==> src/rtl/pwe_pkg.sv <==
// Package: widths, header constants and sample conversion for the WAV encoder
package pwe_pkg;
	localparam int unsigned SampleW = 32;
	localparam int unsigned HdrLen = 44;
	localparam int unsigned QueueDepth = 4;
	localparam logic [3:0] ChanReset = 4'd1;
	localparam logic [18:0] RateReset = 19'd48000;
	localparam logic [29:0] CountReset = 30'd0;
	localparam logic [1:0] RegChan = 2'd0;
	localparam logic [1:0] RegRate = 2'd1;
	localparam logic [1:0] RegCount = 2'd2;

	// word queued between front and back
	typedef struct packed {
		logic        with_hdr;
		logic [15:0] pcm;
	} item_t;

	// round(clamp(x)*32767) in float32, then round half away from zero
	function automatic logic [15:0] float_to_pcm(input logic [31:0] b);
		logic        s;
		logic [7:0]  e;
		logic [23:0] m;
		logic [39:0] prod;
		logic [47:0] sh;
		logic [24:0] keep;
		logic        g, st;
		logic [24:0] r;
		logic [7:0]  k;
		logic [15:0] mag;
		s = b[31];
		e = b[30:23];
		m = {1'b1, b[22:0]};
		mag = 16'd0;
		prod = '0; sh = '0; keep = '0; g = 1'b0; st = 1'b0; r = '0; k = '0;
		if (e == 8'hFF && b[22:0] != 23'd0) begin
			mag = 16'd0;
		end else if (e >= 8'd127) begin
			mag = 16'd32767;
		end else if (e < 8'd103) begin
			// below 2^-24 the product rounds to under 0.5
			mag = 16'd0;
		end else begin
			prod = 40'(m) * 40'd32767;
			// product value = prod * 2^(e-150); float rounding to 24 bits
			if (prod[38]) begin
				keep = 25'(prod[38:15]);
				g = prod[14];
				st = |prod[13:0];
				k = 8'd15;
			end else begin
				keep = 25'(prod[37:14]);
				g = prod[13];
				st = |prod[12:0];
				k = 8'd14;
			end
			r = keep + 25'(g & (st | keep[0]));
			// value = r * 2^(k + e - 150); integer round half away
			sh = 48'({r, 23'd0} >> (8'd150 - e - k));
			mag = sh[38:23] + 16'(sh[22]);
		end
		return s ? 16'(-mag) : mag;
	endfunction
endpackage

==> src/rtl/pcm_wav_stream_encoder.sv <==
// Encoder: float samples in, 16-bit PCM WAV byte stream out.
// The s_axis channel takes one sample word (tdata = float32 bits).
// The m_axis channel gives one byte per word; tlast marks the last byte
// caused by a sample. The first sample after reset is preceded by the
// 44-byte RIFF/WAVE header built from the APB registers
// channel count (0x0), frame rate (0x4) and sample count (0x8).
// Conversion happens at the front on acceptance, into a small queue;
// a back serialiser drains one byte per cycle while m_axis_tready is high.
// Each sample gives two bytes, so the byte-wide output port sets the
// sample rate; the first sample also carries the 44-byte header.
// Reset clears the queue and the header flag; registers take defaults.
// A stalled receiver holds the byte; the queue fills, then s_axis_tready falls.
module pcm_wav_stream_encoder #(
	parameter int unsigned QDepth = pwe_pkg::QueueDepth
) (
	input  logic        clk,
	input  logic        arst_n,
	input  logic        s_axis_tvalid,
	output logic        s_axis_tready,
	input  logic [31:0] s_axis_tdata,  // [31:0] sample_bits
	output logic        m_axis_tvalid,
	input  logic        m_axis_tready,
	output logic [7:0]  m_axis_tdata,  // [7:0] out_byte
	output logic        m_axis_tlast,  // last_of_run
	input  logic        psel,
	input  logic        penable,
	input  logic        pwrite,
	input  logic [3:0]  paddr,
	input  logic [31:0] pwdata,
	output logic [31:0] prdata,
	output logic        pready
);
	logic [3:0]  chan_q;
	logic [18:0] rate_q;
	logic [29:0] count_q;
	logic        qv, qm, qp;
	pwe_pkg::item_t qi;

	assign pready = 1'b1;
	always_ff @(posedge clk or negedge arst_n) begin
		if (!arst_n) begin
			chan_q <= pwe_pkg::ChanReset;
			rate_q <= pwe_pkg::RateReset;
			count_q <= pwe_pkg::CountReset;
		end else if (psel && penable && pwrite && paddr[1:0] == 2'd0) begin
			if (paddr[3:2] == pwe_pkg::RegChan) chan_q <= pwdata[3:0];
			if (paddr[3:2] == pwe_pkg::RegRate) rate_q <= pwdata[18:0];
			if (paddr[3:2] == pwe_pkg::RegCount) count_q <= pwdata[29:0];
		end
	end
	always_comb begin
		prdata = 32'd0;
		if (paddr[1:0] == 2'd0) begin
			if (paddr[3:2] == pwe_pkg::RegChan) prdata = {28'd0, chan_q};
			if (paddr[3:2] == pwe_pkg::RegRate) prdata = {13'd0, rate_q};
			if (paddr[3:2] == pwe_pkg::RegCount) prdata = {2'd0, count_q};
		end
	end

	pwe_front #(.Depth(QDepth)) u_front (
		.clk(clk), .arst_n(arst_n), .in_valid(s_axis_tvalid), .in_ready(s_axis_tready),
		.in_data(s_axis_tdata), .q_valid(qv), .q_more(qm), .q_pop(qp), .q_item(qi)
	);
	pwe_back u_back (
		.clk(clk), .arst_n(arst_n), .q_valid(qv), .q_more(qm), .q_pop(qp), .q_item(qi),
		.chan(chan_q), .rate(rate_q), .count(count_q),
		.out_valid(m_axis_tvalid), .out_ready(m_axis_tready),
		.out_byte(m_axis_tdata), .out_last(m_axis_tlast)
	);
endmodule

==> src/rtl/pwe_front.sv <==
// Front: accepts samples, converts them and queues them with a header flag
module pwe_front #(
	parameter int unsigned Depth = pwe_pkg::QueueDepth
) (
	input  logic              clk,
	input  logic              arst_n,
	input  logic              in_valid,
	output logic              in_ready,
	input  logic [31:0]       in_data,
	output logic              q_valid,
	output logic              q_more,
	input  logic              q_pop,
	output pwe_pkg::item_t    q_item
);
	localparam int unsigned AW = (Depth > 1) ? $clog2(Depth) : 1;
	pwe_pkg::item_t mem_q [Depth];
	logic [AW-1:0] wr_q, rd_q;
	logic [AW:0]   cnt_q;
	logic          hdr_done_q;
	logic          push;

	assign in_ready = (cnt_q != (AW+1)'(Depth));
	assign push = in_valid && in_ready;
	assign q_valid = (cnt_q != '0);
	// a word stays at the head once the current one is popped
	assign q_more = (cnt_q > (AW+1)'(1)) || push;
	assign q_item = mem_q[rd_q];

	always_ff @(posedge clk) begin
		if (push) begin
			mem_q[wr_q] <= '{with_hdr: !hdr_done_q, pcm: pwe_pkg::float_to_pcm(in_data)};
		end
	end

	always_ff @(posedge clk or negedge arst_n) begin
		if (!arst_n) begin
			wr_q <= '0;
			rd_q <= '0;
			cnt_q <= '0;
			hdr_done_q <= 1'b0;
		end else begin
			if (push) begin
				wr_q <= (wr_q == AW'(Depth - 1)) ? '0 : wr_q + 1'b1;
				hdr_done_q <= 1'b1;
			end
			if (q_pop) begin
				rd_q <= (rd_q == AW'(Depth - 1)) ? '0 : rd_q + 1'b1;
			end
			cnt_q <= cnt_q + (AW+1)'(push) - (AW+1)'(q_pop);
		end
	end
endmodule

==> src/rtl/pwe_back.sv <==
// Back: serialises header and sample bytes onto the output stream
module pwe_back (
	input  logic           clk,
	input  logic           arst_n,
	input  logic           q_valid,
	input  logic           q_more,
	output logic           q_pop,
	input  pwe_pkg::item_t q_item,
	input  logic [3:0]     chan,
	input  logic [18:0]    rate,
	input  logic [29:0]    count,
	output logic           out_valid,
	input  logic           out_ready,
	output logic [7:0]     out_byte,
	output logic           out_last
);
	logic [5:0]  idx_q;
	logic        busy_q;
	logic [31:0] data_b, riff_b, brate, bal;
	logic [7:0]  byte_c;
	logic        fire, last_c;
	logic [31:0] w;
	logic [5:0]  first;

	assign data_b = {count, 1'b0};
	assign riff_b = data_b + 32'd36;
	assign brate  = 32'(rate) * 32'({chan, 1'b0});
	assign bal    = {27'd0, chan, 1'b0};
	assign first  = q_item.with_hdr ? 6'd0 : 6'(pwe_pkg::HdrLen);

	always_comb begin
		w = 32'd0;
		unique case (idx_q[5:2])
			4'd0: w = 32'h46464952;
			4'd1: w = riff_b;
			4'd2: w = 32'h45564157;
			4'd3: w = 32'h20746d66;
			4'd4: w = 32'd16;
			4'd5: w = {12'd0, chan, 16'd1};
			4'd6: w = {13'd0, rate};
			4'd7: w = brate;
			4'd8: w = {16'd16, bal[15:0]};
			4'd9: w = 32'h61746164;
			4'd10: w = data_b;
			4'd11: w = {16'd0, q_item.pcm};
			default: w = 32'd0;
		endcase
		unique case (idx_q[1:0])
			2'd0: byte_c = w[7:0];
			2'd1: byte_c = w[15:8];
			2'd2: byte_c = w[23:16];
			default: byte_c = w[31:24];
		endcase
	end

	assign out_valid = busy_q;
	assign out_byte = byte_c;
	assign last_c = (idx_q == 6'd45);
	assign out_last = last_c;
	assign fire = busy_q && out_ready;
	assign q_pop = fire && last_c;

	always_ff @(posedge clk or negedge arst_n) begin
		if (!arst_n) begin
			idx_q <= '0;
			busy_q <= 1'b0;
		end else if (!busy_q || q_pop) begin
			// advance to the next queued word without a gap; only the first carries the header
			if (q_pop ? q_more : q_valid) begin
				busy_q <= 1'b1;
				idx_q <= q_pop ? 6'(pwe_pkg::HdrLen) : first;
			end else begin
				busy_q <= 1'b0;
				idx_q <= '0;
			end
		end else if (fire) begin
			idx_q <= idx_q + 6'd1;
		end
	end
endmodule

==> config.mk <==
export PLATFORM = sky130hd
export DESIGN_NAME = pcm_wav_stream_encoder
export DESIGN_NICKNAME = d
export VERILOG_FILES = /design/src/rtl/pwe_pkg.sv /design/src/rtl/pcm_wav_stream_encoder.sv /design/src/rtl/pwe_front.sv /design/src/rtl/pwe_back.sv
export SDC_FILE = /design/constraint.sdc
export NUM_CORES = 1
export LEC_CHECK = 0
export ABC_AREA = 0
export BUFFER_PORTS_ARGS = -buffer_cell sky130_fd_sc_hd__buf_2
export CAP_MARGIN = 10
export CELL_PAD_IN_SITES_DETAIL_PLACEMENT = 2
export CELL_PAD_IN_SITES_GLOBAL_PLACEMENT = 2
export CORE_UTILIZATION = 40
export CTS_CLUSTER_DIAMETER = 40
export DETAILED_ROUTE_END_ITERATION = 12
export HOLD_SLACK_MARGIN = 0.15
export PLACE_DENSITY_LB_ADDON = 0.3
export SYNTH_ARGS = -nofsm -noshare
export SYNTH_HDL_FRONTEND = slang
export SYNTH_SLANG_ARGS = --single-unit
==> constraint.sdc <==
create_clock -name clk -period 8.1 [get_ports clk]
set_input_delay 2.025 -clock clk [delete_from_list [all_inputs] [get_ports clk]]
set_output_delay 2.025 -clock clk [all_outputs]
set_load 0.01 [all_outputs]
==> impl_metrics.py, run 1 <==
metrics = {
    "run_status": {
        "outcome": "aborted with a tool error",
        "failing_step": "4_1_cts",
        "tool.error": "[ERROR DPL-0033] detailed placement checks failed during check placement.",
    },
    "yosys": {
        "yosysTopAreaCell": "sky130_fd_sc_hd__fa_1",
        "yosys.cell_types.count": 108,
        "synth_common_cells": "sky130_fd_sc_hd__inv_1 (337), sky130_fd_sc_hd__nand2_1 (222), sky130_fd_sc_hd__fa_1 (207)",
        "instance_count_of_the_mapped_netlist": 2499,
        "ys.warnings.count": 0,
        "synth.top_cell.area_share_pct": 19.00,
        "synth_enable_flop_cells": 68,
        "synth_ff_type": "sky130_fd_sc_hd__edfxtp_1",
        "synthArstFlopShare_pct": 50.00,
        "post-synth-top-count-cell": "sky130_fd_sc_hd__inv_1",
        "yosys_register_bits": 136,
        "postSynthAreaPerCell_um2": 8.726,
        "synth_seq_area_share_pct": 17.21,
        "synth.top_cells.by_area": "sky130_fd_sc_hd__fa_1 (19%), sky130_fd_sc_hd__edfxtp_1 (9.4%), sky130_fd_sc_hd__ha_1 (8.8%)",
        "cell_area_after_synthesis_um2": 21810,
    },
    "clocking": {
        "max-clock-path-buffers": 2,
        "cts.sinks": 136,
        "ctsResizeCount": 346,
        "number_of_h_tree_levels": 4,
        "cts_made_buffers": 17,
        "cell_chosen_for_the_clock_root": "sky130_fd_sc_hd__clkbuf_16",
        "post_cts.repair.setup_buffers": 65,
        "hold_buffers": 0,
    },
    "placement": {
        "hpwlAfterDp_um": 99780,
        "place_ws_ns": -5.839,
        "port_buffer_count": 113,
        "gp_congestion": 0.9703,
        "place.detailed.instances": 3813,
    },
    "floorplanning": {
        "num_rows": 85,
        "ioPinCount": 119,
        "floorplan.initialDensity_pct": 40.52,
        "die_w_um": 235.5,
        "die_height_um": 235.5,
    },
}
[metrics by stage]
stage	setup TNS, ns	util, %	instance area [um2]
after detailed placement	-327.63	51.82	27890
after global placement	-270.63	51.82	27890
after floorplan	-203.76	-	22310
[logic make-up after synthesis]
family | share of synthesized area, %
simple gates | 17.14
compound gates | 19.52
buf+inv | 7.970
fa+ha+maj | 27.78
flops | 17.21
xor+xnor | 4.338
mux | 6.002
other cells | 0.03444
==> run 2, diff against run 1 <==
--- a/config.mk
+++ b/config.mk
@@ -8,13 +8,9 @@
 export ABC_AREA = 0
 export BUFFER_PORTS_ARGS = -buffer_cell sky130_fd_sc_hd__buf_2
 export CAP_MARGIN = 10
-export CELL_PAD_IN_SITES_DETAIL_PLACEMENT = 2
-export CELL_PAD_IN_SITES_GLOBAL_PLACEMENT = 2
-export CORE_UTILIZATION = 40
-export CTS_CLUSTER_DIAMETER = 40
+export CORE_UTILIZATION = 26
 export DETAILED_ROUTE_END_ITERATION = 12
-export HOLD_SLACK_MARGIN = 0.15
-export PLACE_DENSITY_LB_ADDON = 0.3
+export PLACE_DENSITY_LB_ADDON = 0.15
 export SYNTH_ARGS = -nofsm -noshare
 export SYNTH_HDL_FRONTEND = slang
 export SYNTH_SLANG_ARGS = --single-unit
==> impl_metrics.py, run 2 <==
metrics = {
    "run_status": {
        "outcome": "finished with violations",
        "violations": "negative setup slack",
    },
    "floorplanning": {
        "floorplan.initialDensity_pct": 26.43,
        "die_height_um": 291.6,
        "ioPinCount": 119,
        "num_rows": 105,
        "die_w_um": 291.6,
        "die_area_um2": 85030,
        "core_area_um2": 82500,
    },
    "global_route": {
        "globalRouteTotalUtil_pct": 19.08,
        "number_of_global_route_vias_before_repair": 22480,
        "number_of_antenna_violations_at_the_first_check_in_global_routing": 0,
        "grt_start_max_net_pins": 69,
        "grt.overflow.total": 0,
        "grt_pass1_wl_um": 128800,
    },
    "sta": {
        "min_period_ns": 11.75,
        "setup_slack_ns": -3.649,
        "grt_setup_unrepaired": "true",
        "worst_pin_slew_ns": 1.150,
        "max_freq_mhz": 85.12,
        "setup_viol_count_final": 64,
        "setup_tns_ns": -208.72,
        "min_period_over_period_pct": 145.0,
        "timing_max_transition_violations_final": 0,
        "report.final.hold_viol_count": 0,
        "finalClockSkew_ns": 0.009845,
        "max_slew_margin_pct": 23.05,
        "final_hold_slack_ns": 0.4662,
    },
    "final_layout": {
        "largest_reg_flops": 68,
        "layout-area-overhead-vs-synth_pct": 41.65,
        "n_antenna_cell": 0,
        "drive_gt1_share_pct": 38.47,
        "largest_registers": "u_front.mem_q: 68 flops, count_q: 30 flops, rate_q: 19 flops",
        "sequential_cell_area_um2": 3760,
        "final_nets": 3666,
        "fin_util_pct": 37.44,
        "filler_cell_count": 8424,
        "final_cell_mix": "sky130_fd_sc_hd__buf_4 (690), sky130_fd_sc_hd__inv_1 (312), sky130_fd_sc_hd__nand2_1 (206), sky130_fd_sc_hd__fa_1 (183), sky130_fd_sc_hd__nor2_1 (146)",
        "largest_register": "u_front.mem_q",
        "multiInputGateArea_um2": 17870,
        "layout.cells.most_common": "sky130_fd_sc_hd__buf_4",
    },
    "critical_path": {
        "cp-start-kind": "primary input",
        "critical-path-max-stage-delay_ns": 0.55,
        "cp.required_ns": 8.26,
        "crit_fanout": 5,
        "cp.arrival_ns": 11.90,
        "reg2reg_to": "u_front.cnt_q[2]",
        "worst_path_max_delay_cell": "sky130_fd_sc_hd__fa_1",
        "crit_path_frequent_cell": "sky130_fd_sc_hd__buf_4",
        "nature_of_the_critical_path_endpoint": "flop",
        "regToRegSetupSlack_ns": 4.91,
        "timing.rr.start": "u_back.idx_q[4]",
        "setup.worst_path.class": "in2reg",
        "reg2regPathDepth": 12,
    },
    "detailed_routing": {
        "vias": 21648,
        "via_per_inst": 5.018,
        "wl_per_cell_um": 18.72,
        "postRouteAntennaNets": 0,
        "first_pass_iters": 7,
        "routed_wl_um": 80780,
        "drc_errors": 0,
        "dr.first_iter.drc_count": 1283,
    },
    "hold_path": {
        "sink_of_the_worst_hold_path": "u_front.hdr_done_q",
        "hold_path.class": "reg2reg",
        "min_path_cells": 1,
        "hold_start": "u_front.hdr_done_q",
    },
    "yosys": {
        "post-synth-top-count-cell": "sky130_fd_sc_hd__inv_1",
        "yosys.cell_types.count": 108,
        "synth_enable_flop_cells": 68,
        "synth_seq_area_share_pct": 17.21,
        "yosysTopAreaCell": "sky130_fd_sc_hd__fa_1",
        "ys.warnings.count": 0,
        "synth_ff_type": "sky130_fd_sc_hd__edfxtp_1",
        "synth.top_cell.area_share_pct": 19.00,
        "cell_area_after_synthesis_um2": 21810,
        "yosys_register_bits": 136,
        "instance_count_of_the_mapped_netlist": 2499,
        "synthArstFlopShare_pct": 50.00,
        "synth.top_cells.by_area": "sky130_fd_sc_hd__fa_1 (19%), sky130_fd_sc_hd__edfxtp_1 (9.4%), sky130_fd_sc_hd__ha_1 (8.8%)",
        "synth_common_cells": "sky130_fd_sc_hd__inv_1 (337), sky130_fd_sc_hd__nand2_1 (222), sky130_fd_sc_hd__fa_1 (207)",
        "postSynthAreaPerCell_um2": 8.726,
    },
    "clocking": {
        "clock_latency_of_the_later_clocked_register_in_the_worst_skew_pair_ns": 0.43,
        "clock_slew_at_reported_path_ffs_ns": 0.06,
        "number_of_h_tree_levels": 4,
        "cts_tree": "built",
        "cts.sinks": 136,
        "cts_made_buffers": 17,
        "max-clock-path-buffers": 2,
        "cell_chosen_for_the_clock_root": "sky130_fd_sc_hd__clkbuf_16",
    },
    "placement": {
        "place_ws_ns": -4.748,
        "gp_congestion": 0.9111,
        "hpwlAfterDp_um": 67340,
        "port_buffer_count": 113,
    },
    "flow_run": {
        "max_capacitance_violation_count": 0,
    },
}
==> run 2: kinds of logic after synthesis <==
| family | share of synthesized area, % |
|---|---|
| buffers and inverters | 7.970 |
| DFF | 17.21 |
| other | 0.03444 |
| muxes | 6.002 |
| AOI/OAI and AO/OA | 19.52 |
| and+or+nand+nor | 17.14 |
| adders and majority gates | 27.78 |
| xor gates and xnor gates | 4.338 |
==> run 2: worst max-delay path, delay by kind of cell <==
| kind | cells | cell delay (ns) |
|---|---|---|
| adder cells (fa/ha/maj) | 8 | 3.50 |
| AO/OA/AOI/OAI | 12 | 2.58 |
| AND/OR/NAND/NOR | 8 | 1.97 |
| buffers and inverters | 14 | 1.65 |
| XOR/XNOR | 1 | 0.14 |
==> run 2: area by class of cell <==
type / count / share of cell area (%)
Clock buffer: 17 / 1.377
Clock inverter: 15 / 0.4820
Inverter: 338 / 4.160
Multi-Input combinational cell: 1914 / 57.84
Sequential cell: 136 / 12.17
Tap cell: 1070 / 4.334
Timing Repair Buffer: 824 / 19.63
==> run 2: how the worst max path moves through the flow <==
| stage | from | endpoint | slack, ns |
|---|---|---|---|
| 2_1_floorplan | s_axis_tdata[5] | u_front.mem_q[0][15] | -3.68 |
| 3_3_place_gp | s_axis_tdata[11] | u_front.mem_q[0][15] | -4.68 |
| 3_5_place_dp | s_axis_tdata[11] | u_front.mem_q[0][15] | -4.75 |
| 4_1_cts | s_axis_tdata[11] | u_front.mem_q[0][15] | -3.60 |
| 5_1_grt | s_axis_tdata[12] | u_front.mem_q[0][15] | -3.99 |
| 6_report | s_axis_tdata[11] | u_front.mem_q[3][15] | -3.65 |
==> run 2: per-stage QoR <==
| stage | instance area, um2 | std cells |
|---|---|---|
| floorplan | 22310 | 2500 |
| global placement | 28490 | 4207 |
| detailed placement | 28490 | 4207 |
| CTS | 29990 | 4278 |
| global route | 30890 | 4314 |
| finish | 30890 | 4314 |
==> run 2: routing by layer <==
metal / vias up / global-route usage, % / wire length [um]
met5: - / 0 / 0
met4: 0 / 2.786 / 998
met3: 60 / 2.253 / 3586
met2: 489 / 31.28 / 37560
met1: 10789 / 27.30 / 38640
li1: 10310 / - / -
==> run 2: what timing repair did <==
action,4_1_cts,5_1_grt
pin swaps,69,75
endpoints found under the setup margin,70,71
gates resized for setup,149,141
setup buffers,39,39
hold buffers,0,0
Power of run 2 is not shown: default switching activity piles up to over one toggle a cycle in this logic, so the estimate is an artifact.
